**src/sv/lerb_pkg.sv**
```systemverilog
// Shared types, codes and sizes for the line-edit receive buffer.
package lerb_pkg;

  localparam int LINE_DEPTH = 64;
  localparam int ADDR_W     = $clog2(LINE_DEPTH);

  localparam logic [7:0] CH_CR = 8'h0D;
  localparam logic [7:0] CH_LF = 8'h0A;
  localparam logic [7:0] CH_BS = 8'h08;
  localparam logic [7:0] WITHDRAW_RESET = 8'd27;

  localparam logic REQ_BYTE = 1'b0;
  localparam logic REQ_POLL = 1'b1;

  localparam logic [1:0] ST_NO_CHANGE   = 2'd0;
  localparam logic [1:0] ST_NEW_CONTENT = 2'd1;
  localparam logic [1:0] ST_LINE_READY  = 2'd2;

  typedef struct packed {
    logic       req_type;
    logic [7:0] rx_byte;
  } lerb_in_t;

  typedef struct packed {
    logic [1:0] status;
    logic [5:0] line_length;
    logic [7:0] out_char;
    logic       last;
  } lerb_out_t;

  // controller to datapath
  typedef struct packed {
    logic take_byte;
    logic take_poll;
    logic emit_nochg;
    logic emit_char;
  } lerb_cmd_t;

  // datapath to controller
  typedef struct packed {
    logic changed;
    logic at_end;
    logic out_free;
  } lerb_stat_t;

endpackage

```
**src/sv/line_edit_receive_buffer.sv**
```systemverilog
// Line-edit receive buffer top level: controller plus datapath.
//
// Collects terminal bytes into a line of at most LINE_DEPTH-1 characters with
// backspace, CR/LF completion and a configurable withdraw character (cfg_we /
// cfg_wdata, reset value 27). A received byte gives no word and leaves in_ready
// high; bytes are ignored while a completed line waits. A poll gives either a
// single no-change word, or one word per stored character followed by a zero
// terminator with last set. A poll occupies the block until its last word is
// loaded, and the single read port of the line store is prefetched one
// character ahead of the output register; stalls on out_ready hold the stream.
// in_ready drops while a poll is being streamed, and the next item can be
// taken while the final word still waits in the output register.
module line_edit_receive_buffer import lerb_pkg::*; (
  input  logic       clk,
  input  logic       rst_n,
  input  logic       cfg_we,
  input  logic [7:0] cfg_wdata,
  input  logic       in_valid,
  output logic       in_ready,
  input  lerb_in_t   in_data,
  output logic       out_valid,
  input  logic       out_ready,
  output lerb_out_t  out_data
);

  lerb_cmd_t  cmd;
  lerb_stat_t stat;

  // sequence byte handling, poll start and word emission
  lerb_ctrl u_ctrl (
    .clk         (clk),
    .rst_n       (rst_n),
    .in_valid    (in_valid),
    .in_req_type (in_data.req_type),
    .in_ready    (in_ready),
    .stat        (stat),
    .cmd         (cmd)
  );

  // hold the line, flags, withdraw register and the output word
  lerb_dp u_dp (
    .clk       (clk),
    .rst_n     (rst_n),
    .cfg_we    (cfg_we),
    .cfg_wdata (cfg_wdata),
    .rx_byte   (in_data.rx_byte),
    .cmd       (cmd),
    .stat      (stat),
    .out_valid (out_valid),
    .out_ready (out_ready),
    .out_data  (out_data)
  );

endmodule

```
**src/sv/lerb_ctrl.sv**
```systemverilog
// Controller state machine for the line-edit receive buffer.
module lerb_ctrl import lerb_pkg::*; (
  input  logic       clk,
  input  logic       rst_n,
  input  logic       in_valid,
  input  logic       in_req_type,
  output logic       in_ready,
  input  lerb_stat_t stat,
  output lerb_cmd_t  cmd
);

  localparam logic [1:0] S_IDLE   = 2'd0;
  localparam logic [1:0] S_NOCHG  = 2'd1;
  localparam logic [1:0] S_STREAM = 2'd2;

  logic [1:0] state_r, state_nxt;

  assign in_ready = (state_r == S_IDLE);

  always_comb begin
    state_nxt = state_r;
    cmd       = '0;
    unique case (state_r)
      S_IDLE: begin
        if (in_valid) begin
          if (in_req_type == REQ_POLL) begin
            cmd.take_poll = 1'b1;
            state_nxt     = stat.changed ? S_STREAM : S_NOCHG;
          end else begin
            cmd.take_byte = 1'b1;
          end
        end
      end
      S_NOCHG: begin
        if (stat.out_free) begin
          cmd.emit_nochg = 1'b1;
          state_nxt      = S_IDLE;
        end
      end
      S_STREAM: begin
        if (stat.out_free) begin
          cmd.emit_char = 1'b1;
          if (stat.at_end) begin
            state_nxt = S_IDLE;
          end
        end
      end
      default: begin
        state_nxt = S_IDLE;
      end
    endcase
  end

  always_ff @(posedge clk) begin
    if (!rst_n) begin
      state_r <= S_IDLE;
    end else begin
      state_r <= state_nxt;
    end
  end

endmodule

```
**src/sv/lerb_dp.sv**
```systemverilog
// Datapath for the line-edit receive buffer: line store, flags and output register.
module lerb_dp import lerb_pkg::*; (
  input  logic       clk,
  input  logic       rst_n,
  input  logic       cfg_we,
  input  logic [7:0] cfg_wdata,
  input  logic [7:0] rx_byte,
  input  lerb_cmd_t  cmd,
  output lerb_stat_t stat,
  output logic       out_valid,
  input  logic       out_ready,
  output lerb_out_t  out_data
);

  localparam logic [ADDR_W-1:0] FILL_MAX = ADDR_W'(LINE_DEPTH - 1);

  logic [7:0]        mem [LINE_DEPTH];
  logic [7:0]        rd_data_r;
  logic              rd_en;
  logic [ADDR_W-1:0] rd_addr;
  logic              wr_en;
  logic [ADDR_W-1:0] wr_addr;
  logic [7:0]        wr_data;

  logic [7:0]        withdraw_r;
  logic [ADDR_W-1:0] fill_r, fill_nxt;
  logic              ready_r, ready_nxt;
  logic              changed_r, changed_nxt;
  logic [1:0]        status_r;
  logic [ADDR_W-1:0] len_r;
  logic [ADDR_W-1:0] idx_r;
  logic              out_valid_r, out_valid_nxt;
  lerb_out_t         out_data_r;

  assign stat.changed  = changed_r;
  assign stat.at_end   = (idx_r == len_r);
  assign stat.out_free = !out_valid_r || out_ready;
  assign out_valid     = out_valid_r;
  assign out_data      = out_data_r;

  // line editing on a received byte, clearing on a reporting poll
  always_comb begin
    fill_nxt    = fill_r;
    ready_nxt   = ready_r;
    changed_nxt = changed_r;
    wr_en       = 1'b0;
    wr_addr     = fill_r;
    wr_data     = rx_byte;
    if (cmd.take_byte && !ready_r) begin
      if (rx_byte == withdraw_r) begin
        wr_en       = 1'b1;
        wr_addr     = '0;
        fill_nxt    = ADDR_W'(1);
        ready_nxt   = 1'b1;
        changed_nxt = 1'b1;
      end else if (rx_byte == CH_CR || rx_byte == CH_LF) begin
        if (fill_r != '0) begin
          ready_nxt   = 1'b1;
          changed_nxt = 1'b1;
        end
      end else if (rx_byte == CH_BS) begin
        if (fill_r != '0) begin
          fill_nxt    = fill_r - ADDR_W'(1);
          changed_nxt = 1'b1;
        end
      end else if (fill_r != FILL_MAX) begin
        wr_en       = 1'b1;
        fill_nxt    = fill_r + ADDR_W'(1);
        changed_nxt = 1'b1;
      end
    end else if (cmd.take_poll && changed_r) begin
      ready_nxt   = 1'b0;
      changed_nxt = 1'b0;
      if (ready_r) begin
        fill_nxt = '0;
      end
    end
  end

  // prefetch the next character while the current one is loaded out
  assign rd_en   = cmd.take_poll || cmd.emit_char;
  assign rd_addr = cmd.take_poll ? '0 : idx_r + ADDR_W'(1);

  always_ff @(posedge clk) begin
    if (wr_en) begin
      mem[wr_addr] <= wr_data;
    end
    if (rd_en) begin
      rd_data_r <= mem[rd_addr];
    end
  end

  always_comb begin
    out_valid_nxt = out_valid_r;
    if (cmd.emit_nochg || cmd.emit_char) begin
      out_valid_nxt = 1'b1;
    end else if (out_ready) begin
      out_valid_nxt = 1'b0;
    end
  end

  always_ff @(posedge clk) begin
    if (!rst_n) begin
      withdraw_r  <= WITHDRAW_RESET;
      fill_r      <= '0;
      ready_r     <= 1'b0;
      changed_r   <= 1'b0;
      out_valid_r <= 1'b0;
    end else begin
      if (cfg_we) begin
        withdraw_r <= cfg_wdata;
      end
      fill_r      <= fill_nxt;
      ready_r     <= ready_nxt;
      changed_r   <= changed_nxt;
      out_valid_r <= out_valid_nxt;
    end
  end

  // payload registers
  always_ff @(posedge clk) begin
    if (cmd.take_poll) begin
      status_r <= ready_r ? ST_LINE_READY : ST_NEW_CONTENT;
      len_r    <= fill_r;
      idx_r    <= '0;
    end else if (cmd.emit_char) begin
      idx_r <= idx_r + ADDR_W'(1);
    end
    if (cmd.emit_nochg) begin
      out_data_r.status      <= ST_NO_CHANGE;
      out_data_r.line_length <= '0;
      out_data_r.out_char    <= '0;
      out_data_r.last        <= 1'b1;
    end else if (cmd.emit_char) begin
      out_data_r.status      <= status_r;
      out_data_r.line_length <= 6'(len_r);
      out_data_r.out_char    <= stat.at_end ? 8'h00 : rd_data_r;
      out_data_r.last        <= stat.at_end;
    end
  end

endmodule

```
**config.mk**
```make
export PLATFORM = sky130hd
export DESIGN_NAME = line_edit_receive_buffer
export DESIGN_NICKNAME = d
export VERILOG_FILES = /design/src/sv/lerb_pkg.sv /design/src/sv/line_edit_receive_buffer.sv /design/src/sv/lerb_ctrl.sv /design/src/sv/lerb_dp.sv
export SDC_FILE = /design/constraint.sdc
export NUM_CORES = 1
export LEC_CHECK = 0
export BUFFER_PORTS_ARGS = -buffer_cell sky130_fd_sc_hd__buf_2
export CAP_MARGIN = 20
export CORE_AREA = 2 2 221 223
export DETAILED_ROUTE_END_ITERATION = 16
export DIE_AREA = 0 0 223 225
export PLACE_DENSITY_LB_ADDON = 0.15
export SYNTH_ARGS = -nofsm -noshare
export SYNTH_HDL_FRONTEND = slang
export SYNTH_SLANG_ARGS = --single-unit
```
**constraint.sdc**
```tcl
create_clock -name clk -period 2.73 [get_ports clk]
set_input_delay 0.1365 -clock clk [delete_from_list [all_inputs] [get_ports clk]]
set_output_delay 0.1365 -clock clk [all_outputs]
set_load 0.01 [all_outputs]
```
==> out/results.ini, run 1 <==
[status]
outcome=finished clean

[synth]
yosys_warnings=0
synth_top_area_share_pct=66.98
synth_area_leaders=edfxtp_1 (67%), mux2i_1 (4.8%), dfxtp_1 (3.6%)
seq_area_frac_synth_pct=70.53
synth-seq-cells=570
synth_top_family_by_area=compound AO/OA/AOI/OAI gates
synth_xor_area_share_pct=0.9197
postSynthAreaPerCell_um2=14.61
synth.distinct_cells=85
muxShareOfSynthArea_pct=7.394
synth_edf_count=528
synthSimpleGateAreaFrac_pct=7.976
synth_fa_ha_area_share_pct=0.1586
synth-main-ff-cell=edfxtp_1
synth_top_area_cell=edfxtp_1
synth_compound_area_share_pct=10.45
synthArstFlopShare_pct=0
synth_area_mm2=0.02367
syn_inst=1620

[layout]
fillerInstances=3690
nNetsFinal=1833
drive_above_1_share_pct=20.54
syn2layout_area_growth_pct=17.78
diodes=0
final_cell_mix=edfxtp_1 (528), buf_4 (151), mux2i_1 (113)
final_util_pct=58.64
final_common_cell=edfxtp_1

[cts]
cts_buffer_depth=3
tritoncts=yes
h-tree-depth=2
cts_sinks=570
cts_root_buf=clkbuf_16
clkTransAtPathRegs_ns=0.06
worst_skew_pair.late_latency_ns=0.64
cts_buffers=57

[min_path]
worstHoldPathType=input pin to register
min_path_cells=5

[grt]
grt_pass1_vias=14946
grt_util_met1_pct=37.28
grt_usage_pct=27.84
gr-usage-met2_pct=43.62
grt_max_degree=65
antenna_found_initial=1
grt_overflow=0
met3_usage_pct=7.419
busiest_layer=met2
grt_pass1_wl_um=100900

[die]
die-area_mm2=0.05018
rows=80
die_y_um=225
die_width_um=223
coreArea_mm2=0.04755
ios=41
start_util_pct=49.79

[worst_setup_path]
r2r_cells=8
worstSetupPathType=register to register
cp-start-kind=register
worstPathArrival_ns=3.01
cp_data_required_time_ns=3.07
cp_max_fo=47
endpoint_kind=register

[route]
routedWlPerCell_um=28.13
viasPerCell=6.232
wirelength_um=69490
routed-via-count=15392
dr.pass1.iters=5
drtIter0Drc=1914
drtAntennaViolNets=0
drcViolationCount=0

[power]
power_density_mw_per_mm2=711.0
leakage_nw=9.116
ir_drop_uv=572.1

[timing]
max_slew.worst_pin.slew_ns=0.9217
rsz0062_at_grt=no
maxSlewHeadroom_pct=38.33
finalSetupViolCount=0
worst_clock_skew_ns=0.03577
maxSlewViolCount=0
timing.fmax_mhz=375.4
finalCritPeriodShare_pct=97.58
final.setup.tns_ns=0
fin_crit_ns=2.664
hold_viol=0

[flow_run]
maxCapViolCount=0

[placed_design]
port_buffers=40
globalplace.congestion=0.9187
dp_hpwl_um=44990

logic make-up after synthesis:
kind of cell               after synthesis
DFF                                    570
and+or+nand+nor                        387
AOI/OAI and AO/OA                      354
muxes                                  156
buffers and inverters                  125
xor gates and xnor gates                24
adders and majority gates                3
other                                    1
cell usage after synthesis (15+ instances only):
master    number
nor2_1       115
o21ai_0       42
dfxtp_1       42
nand2_1       91
buf_2         49
a31oi_1       23
a211oi_1      30
o221ai_1      42
a21oi_1       71
o22ai_1       23
edfxtp_1     528
xnor2_1       16
mux2_2        28
buf_4         20
mux2i_1      113
nand3_1       54
nor2b_1       15
clkbuf_1      43
or3_1         16
per-stage QoR:
step | cells | setup WS, ns | power, mW | cell area [um^2] | hold WS, ns
3_5_place_dp | 2336 | -0.09580 | 12.14 | 25690 | 0.3611
4_1_cts | 2470 | 0.01205 | 19.88 | 27820 | 0.006391
6_report | 2470 | 0.06601 | 19.83 | 27880 | 0.03854
2_1_floorplan | 1627 | 0.1974 | 11.07 | 23710 | 0.2354
5_1_grt | 2470 | 0.0005387 | 20.35 | 27880 | 0.04093
3_3_place_gp | 2336 | -0.1113 | 12.11 | 25690 | 0.3477
metal layers:
metal	part of all wire [%]	wire, um
met3	9.6	6695
met1	40	27900
met2	47	32370
met4	3.6	2523
met5	0	0
registers in the layout, indices dropped and copies added (netlist names):
name / count
u_ctrl.state_r: 2
u_dp.changed_r: 1
u_dp.fill_r: 6
u_dp.idx_r: 6
u_dp.len_r: 6
u_dp.mem: 512
u_dp.out_data: 17
u_dp.out_valid: 1
u_dp.rd_data_r: 8
u_dp.ready_r: 1
u_dp.status_r: 2
u_dp.withdraw_r: 8
path summary, 6_finish.rpt:
check,endpoint,start,slack [ns]
min reg2reg,u_dp.out_data[3],u_dp.out_data[3],0.45
min,u_dp.fill_r[0],in_valid,0.04
max,u_dp.rd_data_r[7],u_ctrl.state_r[1],0.07
max reg2reg,u_dp.rd_data_r[7],u_ctrl.state_r[1],0.07
critical path, stage by stage (launching register included):
cell       delay, ns
dfxtp_1         0.38
nand4bb_4       0.21
buf_12          0.17
buf_12          0.24
and4_1          0.28
buf_12          0.22
a211oi_1        0.10
a2111oi_1       0.58
o32ai_1         0.18
area by class of cell:
| class | count | area, um^2 | area share (%) |
|---|---|---|---|
| Clock inverter | 40 | 390.4 | 1.400 |
| Clock buffer | 66 | 1460 | 5.237 |
| Inverter | 9 | 33.78 | 0.1212 |
| Sequential cell | 570 | 16700 | 59.90 |
| Multi-Input combinational cell | 932 | 6514 | 23.36 |
| Timing Repair Buffer | 238 | 2014 | 7.225 |
| Tap cell | 615 | 769.5 | 2.760 |
power by group:
part / total, mW / internal, mW / switching [mW]
Sequential: 9.68 / 9.63 / 0.0551
Clock: 7.79 / 4.48 / 3.31
Combinational: 2.35 / 0.874 / 1.48
repair_timing:
action                     CTS  global route
pin swaps                    1             0
buffers inserted             2             0
hold buffers                26             0
setup endpoints to repair    2           131
gates resized for setup      1            23
cloned                       0             0
hold endpoints to repair    28             0
(Power assumes the default switching activity.)
==> inputs of run 2 (changes only) <==
- SETUP_SLACK_MARGIN: unset -> 0.2
- clock period: 2.73 -> 2.7 ns (I/O delays scaled with it)
==> out/results.ini, run 2 (synthesis results as in run 1) <==
[status]
outcome=finished clean  ; unchanged

[placed_design]
pre_cts_slack_ns=-0.1561  ; was -0.09580 ns
dp_hpwl_um=45410  ; was 44990 um
globalplace.congestion=0.8961  ; was 0.9187
port_buffers=40  ; unchanged
place_area_mm2=0.02565  ; was 0.02569 mm^2

[layout]
regMostFlops=u_dp.mem  ; unchanged
final_common_cell=edfxtp_1  ; unchanged
syn2layout_area_growth_pct=21.47  ; was 17.78%
multi_input_area_mm2=0.006837  ; was 0.006514 mm^2
fillerInstances=3585  ; was 3690
largest_register_ff_count=512  ; unchanged
drive_above_1_share_pct=24.99  ; was 20.54%
nNetsFinal=1872  ; was 1833
finish.instance_area_mm2=0.02876  ; was 0.02788 mm^2
final_cell_mix=edfxtp_1 (528), buf_4 (165), mux2i_1 (113)  ; was edfxtp_1 (528), buf_4 (151), mux2i_1 (113)
seq_area_mm2=0.01671  ; was 0.01670 mm^2

[power]
power.internal_mw=15.20  ; was 14.99 mW
power_density_mw_per_mm2=704.0  ; was 711.0 mW/mm^2
p_seq_share_pct=48.4  ; was 48.8%
p_switching_mw=5.041  ; was 4.839 mW
power_frac_comb_pct=13.2  ; was 11.9%
sw_frac_of_total_pct=24.90  ; was 24.41%
power_mw=20.24  ; was 19.83 mW
leakage_nw=9.455  ; was 9.116 nW
clkPwrFrac_pct=38.4  ; was 39.3%
ir_drop_uv=454.0  ; was 572.1 uV

[cts]
h-tree-depth=2  ; unchanged
cts_buffer_depth=3  ; unchanged
cts_buffers=58  ; was 57
cts_root_buf=clkbuf_16  ; unchanged
worst_skew_pair.late_latency_ns=0.62  ; was 0.64 ns
cts_sinks=570  ; unchanged
clkTransAtPathRegs_ns=0.07  ; was 0.06 ns
tritoncts=yes  ; unchanged

[die]
rows=80  ; unchanged
die_width_um=223  ; unchanged
die-area_mm2=0.05018  ; unchanged
start_util_pct=49.79  ; unchanged
die_y_um=225  ; unchanged
coreArea_mm2=0.04755  ; unchanged
ios=41  ; unchanged

[timing]
max_slew.worst_pin.slew_ns=0.8107  ; was 0.9217 ns
finalCritPeriodShare_pct=99.24  ; was 97.58%
maxSlewViolCount=0  ; unchanged
hold_viol=0  ; unchanged
whs_ns=0.04144  ; was 0.03854 ns
maxSlewHeadroom_pct=45.95  ; was 38.33%
finalSetupViolCount=0  ; unchanged
timing.fmax_mhz=373.2  ; was 375.4 MHz
rsz0062_at_grt=yes  ; was no
fin_crit_ns=2.680  ; was 2.664 ns
setup_ws_ns=0.02048  ; was 0.06601 ns
worst_clock_skew_ns=0.01634  ; was 0.03577 ns

[grt]
grt_pass1_vias=15258  ; was 14946
grt_usage_pct=28.57  ; was 27.84%
grt_max_degree=65  ; unchanged
gr-usage-met2_pct=45.90  ; was 43.62%
grt_pass1_wl_um=103600  ; was 100900 um
met3_usage_pct=5.711  ; was 7.419%
antenna_found_initial=3  ; was 1
grt_overflow=0  ; unchanged
grt_util_met1_pct=39.10  ; was 37.28%
busiest_layer=met2  ; unchanged

[worst_setup_path]
endpoint_kind=register  ; unchanged
worstPathCellList=nand4bb_4 > clkinv_4 > buf_12 > nor2_4 > buf_4 > buf_12 > buf_4 > o221ai_1 > o21ai_0 > o311a_1 > o32ai_2  ; was nand4bb_4 > buf_12 > buf_12 > and4_1 > buf_12 > a211oi_1 > a2111oi_1 > o32ai_1
crit_path_top_delay_cell=dfxtp_4  ; was a2111oi_1
cp-start-kind=register  ; unchanged
slowest_delay_ns=0.36  ; was 0.58 ns
cp_num_cells=11  ; was 8
worstSetupPathType=register to register  ; unchanged
r2r_cells=11  ; was 8
cp_top_family=compound AO/OA/AOI/OAI gates  ; unchanged
crit_buf_inv=5  ; was 3
worstPathArrival_ns=3.09  ; was 3.01 ns
cp_max_fo=9  ; was 47
cp_data_required_time_ns=3.11  ; was 3.07 ns

[route]
routedWlPerCell_um=29.77  ; was 28.13 um
dr.pass1.iters=7  ; was 5
drtAntennaViolNets=0  ; unchanged
viasPerCell=6.388  ; was 6.232
wirelength_um=74700  ; was 69490 um
routed-via-count=16027  ; was 15392
drcViolationCount=0  ; unchanged
drtIter0Drc=2193  ; was 1914

[flow_run]
maxCapViolCount=0  ; unchanged

[min_path]
min_path_cells=2  ; was 5
worstHoldPathType=input pin to register  ; unchanged

[run 2: final cells by class]
class	count	share of cell area (%)
flip-flops and latches	570	58.10
multi-input cells	932	23.78
repair buffers	276	9.003
clock buffers	75	5.269
well taps	615	2.676
clock inverters	31	1.031
inverters	9	0.1349
diodes	1	0.008702
[run 2: timing repair]
action	CTS	global route
endpoints found under the setup margin	91	264
hold endpoints to repair	27	0
buffers inserted	3	35
hold buffers	26	0
pin swaps	5	20
gates resized for setup	43	71
cloned	1	9
[run 2: worst paths after layout]
kind              slack (ns)                 to              start
hold reg to reg         0.45   u_dp.out_data[8]   u_dp.out_data[8]
setup reg to reg        0.02  u_dp.rd_data_r[6]  u_ctrl.state_r[0]
setup / recovery        0.02  u_dp.rd_data_r[6]  u_ctrl.state_r[0]
hold / removal          0.04     u_dp.mem[0][3]         in_data[3]
[run 2: per-stage QoR]
stage | cells | setup TNS (ns) | utilization, %
4_1_cts | 2464 | 0 | 58.80
6_report | 2509 | 0 | 60.48
2_1_floorplan | 1627 | 0 | -
3_3_place_gp | 2328 | -0.1940 | 53.96
5_1_grt | 2508 | -0.004560 | 60.47
3_5_place_dp | 2328 | -0.3347 | 53.96
[run 2: power by group through the flow]
stage	Sequential (mW)	Combinational [mW]	Clock, mW
2_1_floorplan	9.97	1.22	0
3_3_place_gp	9.98	2.26	0
3_5_place_dp	9.98	2.27	0
4_1_cts	9.79	2.41	7.84
5_1_grt	9.80	2.77	8.18
6_report	9.80	2.67	7.77
[run 2: layer usage]
layer / vias up / wire (um)
met2: 971 / 35120
met3: 159 / 7677
met5: - / 13
met1: 8062 / 29390
met4: 2 / 2503
li1: 6833 / -
==> inputs of run 3 (changes only) <==
--- a/constraint.sdc
+++ b/constraint.sdc
@@ -3,2 +3,2 @@
 set_output_delay 0.135 -clock clk [all_outputs]
-set_load 0.01 [all_outputs]
+set_load 0.05 [all_outputs]
==> out/results.ini, run 3 (synthesis results as in run 1) <==
[route]
routed-via-count=15975  ; was 16027
drcViolationCount=0  ; unchanged
drtAntennaViolNets=0  ; unchanged
drtIter0Drc=2265  ; was 2193
viasPerCell=6.405  ; was 6.388
dr.pass1.iters=5  ; was 7
wirelength_um=73070  ; was 74700 um
routedWlPerCell_um=29.30  ; was 29.77 um

[placed_design]
post-place-cells=2334  ; was 2328
place_area_mm2=0.02576  ; was 0.02565 mm^2
port_buffers=40  ; unchanged
globalplace.congestion=0.8944  ; was 0.8961
pre_cts_slack_ns=-0.1892  ; was -0.1561 ns
dp_hpwl_um=44980  ; was 45410 um

[layout]
final_util_pct=60.30  ; was 60.48%
diodes=0  ; was 1
syn2layout_area_growth_pct=21.10  ; was 21.47%
instances_no_fill=2494  ; was 2509
final_common_cell=edfxtp_1  ; unchanged
drive_above_1_share_pct=24.91  ; was 24.99%
nNetsFinal=1863  ; was 1872
largest_register_ff_count=512  ; unchanged
finish.instance_area_mm2=0.02867  ; was 0.02876 mm^2
final_cell_mix=edfxtp_1 (528), buf_4 (157), mux2i_1 (113)  ; was edfxtp_1 (528), buf_4 (165), mux2i_1 (113)
regMostFlops=u_dp.mem  ; unchanged

[die]
start_util_pct=49.79  ; unchanged
rows=80  ; unchanged
die-area_mm2=0.05018  ; unchanged
die_width_um=223  ; unchanged
die_y_um=225  ; unchanged
ios=41  ; unchanged
coreArea_mm2=0.04755  ; unchanged

[cts]
cts_buffers=56  ; was 58
h-tree-depth=2  ; unchanged
clkTransAtPathRegs_ns=0.06  ; was 0.07 ns
tritoncts=yes  ; unchanged
cts_sinks=570  ; unchanged
cts_buffer_depth=3  ; unchanged
cts_root_buf=clkbuf_16  ; unchanged
worst_skew_pair.late_latency_ns=0.62  ; about the same

[grt]
grt_max_degree=66  ; was 65
grt_usage_pct=28.60  ; was 28.57%
antenna_found_initial=4  ; was 3
grt_overflow=0  ; unchanged
grt_pass1_wl_um=102900  ; was 103600 um
grt_pass1_vias=14866  ; was 15258

[timing]
finalCritPeriodShare_pct=95.33  ; was 99.24%
maxSlewHeadroom_pct=40.74  ; was 45.95%
max_slew.worst_pin.slew_ns=0.8815  ; was 0.8107 ns
timing.fmax_mhz=388.5  ; was 373.2 MHz
hold_viol=0  ; unchanged
rsz0062_at_grt=yes  ; unchanged
finalSetupViolCount=0  ; unchanged
maxSlewViolCount=0  ; unchanged
worst_clock_skew_ns=0.01366  ; was 0.01634 ns
fin_crit_ns=2.574  ; was 2.680 ns
setup_ws_ns=0.1260  ; was 0.02048 ns

[flow_run]
maxCapViolCount=0  ; unchanged

[power]
sw_frac_of_total_pct=25.19  ; was 24.90%
power_density_mw_per_mm2=692.2  ; was 704.0 mW/mm^2
ir_drop_uv=479.0  ; was 454.0 uV
leakage_nw=9.352  ; was 9.455 nW
clkPwrFrac_pct=36.4  ; was 38.4%
p_seq_share_pct=49.4  ; was 48.4%
power_frac_comb_pct=14.2  ; was 13.2%
power.internal_mw=14.85  ; was 15.20 mW
p_switching_mw=4.998  ; was 5.041 mW

[worst_setup_path]
cp-start-kind=register  ; unchanged
slowest_delay_ns=0.50  ; was 0.36 ns
worstPathCellList=xnor2_1 > nand4_1 > o21ai_1 > or3_1 > buf_4 > nor2_1 > buf_4  ; was nand4bb_4 > clkinv_4 > buf_12 > nor2_4 > buf_4 > buf_12 > buf_4 > o221ai_1 > o21ai_0 > o311a_1 > o32ai_2
crit_path_top_delay_cell=or3_1  ; was dfxtp_4
cp_max_fo=8  ; was 9
cp_data_required_time_ns=3.06  ; was 3.11 ns
worstSetupPathType=register to register  ; unchanged
endpoint_kind=register  ; unchanged
worstPathArrival_ns=2.94  ; was 3.09 ns
crit_path_frequent_cell=buf_4

[min_path]
worstHoldPathType=input pin to register  ; unchanged

[status]
outcome=finished clean  ; unchanged

==> run 3: cell types whose count changed in the layout (fill, tap and decap cells not counted), sizes merged <==
| cell | previous run | this run |
|---|---|---|
| buf | 239 | 238 |
| bufbuf | 1 | 5 |
| bufinv | 5 | 2 |
| clkbuf | 85 | 75 |
| clkinv | 21 | 24 |
| clkinvlp | 6 | 0 |
| diode | 1 | 0 |
| dlygate4sd3 | 26 | 24 |
| inv | 8 | 9 |
==> run 3: power by group through the flow <==
stage | clock network [mW] | registers (mW) | logic [mW]
4_1_cts | 7.28 | 9.80 | 2.62
2_1_floorplan | 0 | 10.1 | 1.22
5_1_grt | 7.61 | 9.81 | 2.91
3_3_place_gp | 0 | 9.99 | 2.42
3_5_place_dp | 0 | 9.99 | 2.44
6_report | 7.22 | 9.81 | 2.81
==> run 3: per-layer routing <==
metal	up-vias	part of all wire [%]	wire [um]	track usage (%)
met5	-	0.012	9	0
met4	2	3.4	2453	10.50
met3	157	11	7982	6.480
met2	1010	46	33850	45.31
met1	8003	39	28770	38.94
li1	6803	-	-	-
==> run 3: what timing repair did <==
action	4_1_cts	5_1_grt
gates resized for setup	99	40
hold endpoints to repair	20	0
setup buffers	4	25
gates cloned	5	3
endpoints found under the setup margin	407	192
pin swaps	4	13
hold buffers	24	0
==> run 3: cell type report <==
cell class                 count  area, um^2
clock inverter                26       160.2
tap                          615       769.5
fill                        3611       18880
inverter                       9       38.79
clock buffer                  73        1486
multi-input combinational    932        6940
timing repair buffer         269        2566
sequential                   570       16710
==> run 3: worst paths after layout <==
path / start / endpoint / slack [ns] / depth (start not counted)
hold reg to reg: u_dp.out_data[4] / u_dp.out_data[4] / 0.45 / 2
hold / removal: in_valid / u_dp.fill_r[0] / 0.06 / 5
setup / recovery: u_dp.withdraw_r[3] / u_dp.mem[6][5] / 0.13 / 7
setup reg to reg: u_dp.withdraw_r[3] / u_dp.mem[6][5] / 0.13 / 7
==> run 3: through the flow <==
| step | hold WS (ns) | power (mW) | setup TNS, ns |
|---|---|---|---|
| finish | 0.05593 | 19.84 | 0 |
| CTS | 0.03368 | 19.71 | 0 |
| global placement | 0.3476 | 12.41 | -10.77 |
| detailed placement | 0.3574 | 12.43 | -8.334 |
| global route | 0.06855 | 20.33 | 0 |
| floorplan | 0.2339 | 11.30 | 0 |
==> run 3: worst max-delay path, delay by kind of cell (launching register included) <==
kind                      cells  cell delay [ns]
AOI/OAI and AO/OA             1             0.38
xor gates and xnor gates      1             0.23
buffers and inverters         2             0.48
DFF                           1             0.36
and+or+nand+nor               3             0.86
